**config.mk**
```make
export PLATFORM = sky130hd
export DESIGN_NAME = tsq_madd
export DESIGN_NICKNAME = d
export VERILOG_FILES = /design/src/rtl/tsq_pkg.sv /design/src/rtl/tsq_madd.sv
export SDC_FILE = /design/constraint.sdc
export NUM_CORES = 2
export LEC_CHECK = 0
export BUFFER_PORTS_ARGS = -buffer_cell sky130_fd_sc_hd__buf_2
export CAP_MARGIN = 20
export CORE_MARGIN = 1.5
export CORE_UTILIZATION = 35
export CTS_BUF_LIST = sky130_fd_sc_hd__clkbuf_16
export CTS_CLUSTER_SIZE = 14
export DETAILED_ROUTE_END_ITERATION = 10
export PLACE_DENSITY = 0.6
export SLEW_MARGIN = 20
export SYNTH_ARGS = -nofsm -noshare
export SYNTH_HDL_FRONTEND = slang
export SYNTH_SLANG_ARGS = --single-unit
```
**constraint.sdc**
```tcl
create_clock -name clk -period 6.3 [get_ports clk]
set_input_delay 0.315 -clock clk [delete_from_list [all_inputs] [get_ports clk]]
set_output_delay 0.315 -clock clk [all_outputs]
set_load 0.01 [all_outputs]
```
**src/rtl/tsq_pkg.sv**
```systemverilog
package tsq_pkg;

  localparam int DEPTH_DEF      = 16;
  localparam int FRAME_BITS_DEF = 24;
  localparam int IN_FRAME_W     = 24;

  localparam logic [1:0] ACT_APPEND  = 2'd0;
  localparam logic [1:0] ACT_DISCARD = 2'd1;
  localparam logic [1:0] ACT_CLEAR   = 2'd2;

  typedef enum logic [2:0] {
    ST_NEW       = 3'd0,
    ST_MERGED    = 3'd1,
    ST_IGNORED   = 3'd2,
    ST_REJECTED  = 3'd3,
    ST_DISCARDED = 3'd4,
    ST_CLEARED   = 3'd5
  } status_t;

  typedef enum logic [9:0] {
    S_IDLE    = 10'b00_0000_0001,
    S_T_RD    = 10'b00_0000_0010,
    S_T_MUL   = 10'b00_0000_0100,
    S_T_WAIT  = 10'b00_0000_1000,
    S_NEW     = 10'b00_0001_0000,
    S_D_RD    = 10'b00_0010_0000,
    S_D_MUL   = 10'b00_0100_0000,
    S_D_WAIT  = 10'b00_1000_0000,
    S_HEAD_RD = 10'b01_0000_0000,
    S_FINISH  = 10'b10_0000_0000
  } state_t;

  typedef struct packed {
    logic [1:0]  action;
    logic        seg_valid;
    logic [63:0] seg_start_ns;
    logic [31:0] seg_step_ns;
    logic [23:0] frame_amount;
    logic [19:0] seg_rate;
    logic [31:0] seg_stream;
    logic [63:0] seg_epoch;
  } in_t;

  typedef struct packed {
    logic [2:0]  status;
    logic [4:0]  entries_in_use;
    logic        head_valid;
    logic [63:0] head_start_ns;
    logic [23:0] head_frames;
    logic [23:0] frames_unconsumed;
  } out_t;

  // Entry fields other than the frame count, which is FRAME_BITS wide.
  typedef struct packed {
    logic        valid;
    logic [63:0] start;
    logic [31:0] step;
    logic [19:0] rate;
    logic [31:0] stream;
    logic [63:0] epoch;
  } entry_fix_t;

  localparam int FIX_W = $bits(entry_fix_t);

endpackage

```
**src/rtl/tsq_madd.sv**
```systemverilog
module tsq_madd #(
  parameter int FRAME_BITS = tsq_pkg::FRAME_BITS_DEF
) (
  input  logic                  clk,
  input  logic                  rst,
  input  logic                  go,
  input  logic [63:0]           addend,
  input  logic [31:0]           step,
  input  logic [FRAME_BITS-1:0] count,
  output logic                  done,
  output logic [63:0]           sum
);

  localparam int PW = 32 + FRAME_BITS;

  logic          v1;
  logic          v2;
  logic [PW-1:0] prod;
  logic [63:0]   addend_q;

  always_ff @(posedge clk) begin
    if (rst) begin
      v1 <= 1'b0;
      v2 <= 1'b0;
    end else begin
      v1 <= go;
      v2 <= v1;
    end
  end

  // multiply first, add in the following cycle
  always_ff @(posedge clk) begin
    prod     <= PW'(step) * PW'(count);
    addend_q <= addend;
    sum      <= addend_q + 64'(prod);
  end

  assign done = v2;

endmodule

```
==> flow_summary_export.csv <==
group,metric,value,unit
route,first_pass_iters,7,
logic_synthesis,ys_seq_area_share,11.7,%
clocking,cts.path.max_buffers,2,
timing,clock.fmax,157,MHz
critical_path,cp.arrival,6.75,ns
logic_synthesis,ys_warn_count,0,
placed_design,dpl.hpwl,75900,µm
critical_path,cp.required,6.69,ns
route,postRouteAntennaNets,0,
logic_synthesis,yosysTopAreaCell,"fa_1",
global_routing,antenna_found_initial,4,
floorplanning,die-area,93000,µm²
run_status,outcome,"finished with violations",
placed_design,portBuffers,187,
global_routing,grt_usage,19.6,%
run_status,violations,"setup timing",
logic_synthesis,ys_seq_elements,186,
timing,hold_slack,0.0287,ns
logic_synthesis,synth_area_leaders,"fa_1 41%, dfxtp_1 12%, ha_1 9.3%",
critical_path,cpPeakStageDelay,0.59,ns
clocking,cts.sinks,186,
global_routing,overflow,0,
route,wirelength,91500,µm
cells_and_area,finalNonFillerCells,5140,
floorplanning,die_x,305,µm
placed_design,place_ws,-0.820,ns
critical_path,cp-start-kind,"primary input",
floorplanning,rows,110,
global_routing,grt_max_degree,23,
global_routing,first_global_vias,26200,
floorplanning,fp.dieH,305,µm
timing,relSlewSlack,55.8,%
logic_synthesis,synth.most_common_cell,"inv_1",
timing,rsz0062_at_grt,"true",
floorplanning,core,90100,µm²
critical_path,crit_path_max_fanout,6,
clocking,clk_latency,0.45,ns
critical_path,crit_slowest_cell,"fa_1",
logic_synthesis,ys.flop_type,"dfxtp_1",
floorplanning,ios,188,
logic_synthesis,syn-num-nets,4542,
cells_and_area,finalCoreUtilization,43.6,%
cells_and_area,area_growth,23.1,%
logic_synthesis,synth_top_cells_by_count,"747 x inv_1, 659 x fa_1, 458 x nand2_1",
clocking,tritoncts,"yes",
hold_path,hp-class,"primary input to flip-flop",
floorplanning,start_util,35.4,%
timing,timing_hold_violations_final,0,
timing,drv_slew,0,
route,vias_per_cell,4.79,
logic_synthesis,synth_mux_area_share,0,%
logic_synthesis,synth-adder-area-share,50.7,%
critical_path,end_kind,"flip-flop",
route,post-route-drc-count,0,
timing,final.min_clock_period,6.36,ns
logic_synthesis,synth.distinct_cells,62,
timing,finalWorstSetupSlack,-0.0600,ns
route,drt_iter0_drc,1304,
timing,clock_skew,0.00980,ns
logic_synthesis,synth_top_family_by_area,"adder cells",
logic_synthesis,synth_top_area_share,41.3,%
timing,worst_slew_pin_slew,0.660,ns
cells_and_area,drive_gt1_share,18.6,%
logic_synthesis,syn_inst,3522,
logic_synthesis,synth-async-reset-ratio,0,%
logic_synthesis,synth_area,31900,µm²
logic_synthesis,synth_edf_count,0,
placed_design,routabilityCongestion,0.903,
route,post_drt_wl_per_cell,17.8,µm
timing,setup_viol,1,
logic_synthesis,synth_compound_area_share,7.28,%
clocking,cts_root_buffer,"clkbuf_16",
route,vias,24600,
clocking,cts_buffers,17,
cells_and_area,nNetsFinal,4970,
logic_synthesis,synth-simple-area-share,16.6,%
timing,finalCritPeriodShare,101,%
global_routing,grt_pass1_wl,144000,µm
logic_synthesis,syn_avg_cell_area,9.06,µm²
clocking,path_clk_slew,0.07,ns
critical_path,worstSetupPathType,"primary input to flip-flop",
clocking,htreeDepth,4,
logic_synthesis,synth_xor_area_share,2.96,%
run,maxCapViolCount,0,
critical_path,crit_path_frequent_cell,"fa_1",
placed_design,dp.cells,4996,
stage by stage:
step | setup TNS [ns] | area [µm²]
2_1_floorplan | -0.0209 | 32200
3_3_place_gp | -13.13 | 36300
3_5_place_dp | -15.18 | 36300
4_1_cts | 0 | 37600
5_1_grt | -0.784 | 39300
6_report | -0.0600 | 39300
worst max-delay path: cells and delay by family:
family / cells / cell delay, ns
adder cells (fa/ha/maj): 8 / 3.82
AO/OA/AOI/OAI: 6 / 1.44
XOR/XNOR: 1 / 0.14
buffers and inverters: 8 / 0.62
AND/OR/NAND/NOR: 3 / 0.40
state kept, by name (all words and copies together), names as in the netlist:
| signal | count |
|---|---|
| addend_q | 64 |
| sum | 64 |
| prod | 56 |
| done | 1 |
| v1 | 1 |
final timing paths:
| kind | startpoint | endpoint | slack (ns) | depth (start not counted) |
|---|---|---|---|---|
| worst min-delay path | rst | done | 0.03 | 2 |
| worst max register to register | prod[0] | sum[58] | 2.65 | 12 |
| worst min register to register | v1 | done | 0.44 | 1 |
| worst max-delay path | step[13] | prod[54] | -0.06 | 26 |
layout by cell type, fill, tap and decap left out, drive strengths merged, types with 4 or more instances in the layout:
cell type    count
inv            755
fa             659
buf            510
nand2          458
and2           413
ha             238
dfxtp          186
a21oi          114
xnor2           70
o21ai           66
dlygate4sd3     61
nor2            53
a21o            50
xor2            38
nand4           28
clkbuf          27
nand3           25
o21bai          22
and3            19
nor2b           16
nor3            15
a31oi           14
o21a            12
a211oi          12
o211ai          10
a21boi           6
nor4             6
a221oi           6
o31a             5
a41oi            5
o22ai            4
a41o             4
nand2b           4
a221o            4
nand4b           4
o31ai            4
per-layer routing:
metal  GRT usage, %  part of all wire (%)  vias to the layer above
li1               -                     -                    11400
met1           27.4                    45                    12400
met2           32.2                    46                      715
met3           3.01                   6.8                       96
met4           3.83                   1.6                        2
met5              0                0.0098                        -
layout make-up:
cell class,instances,area [µm²]
Tap cell,1176,1470
Clock inverter,14,143
Inverter,747,2800
Timing Repair Buffer,581,5160
Clock buffer,17,425
Antenna cell,2,5.00
Fill cell,8680,50900
Multi-Input combinational cell,2417,25500
Sequential cell,186,3720
logic make-up (layout without fill, tap and decap cells):
logic type	Yosys count	in the layout
AO/OA/AOI/OAI	358	358
XOR/XNOR	108	108
adder cells (fa/ha/maj)	897	897
AND/OR/NAND/NOR	1054	1054
flip-flops	186	186
other	0	2
buffers and inverters	919	1359
repair_timing:
action | in CTS | in global routing
endpoints found under the setup margin | 17 | 24
pin swaps | 9 | 140
endpoints found under the hold margin | 61 | 0
gates cloned | 0 | 9
setup buffers | 1 | 40
hold buffers | 61 | 0
gates resized for setup | 48 | 313
Power is not shown: default switching activity piles up to over one toggle a cycle in this logic, so the estimate is an artifact.
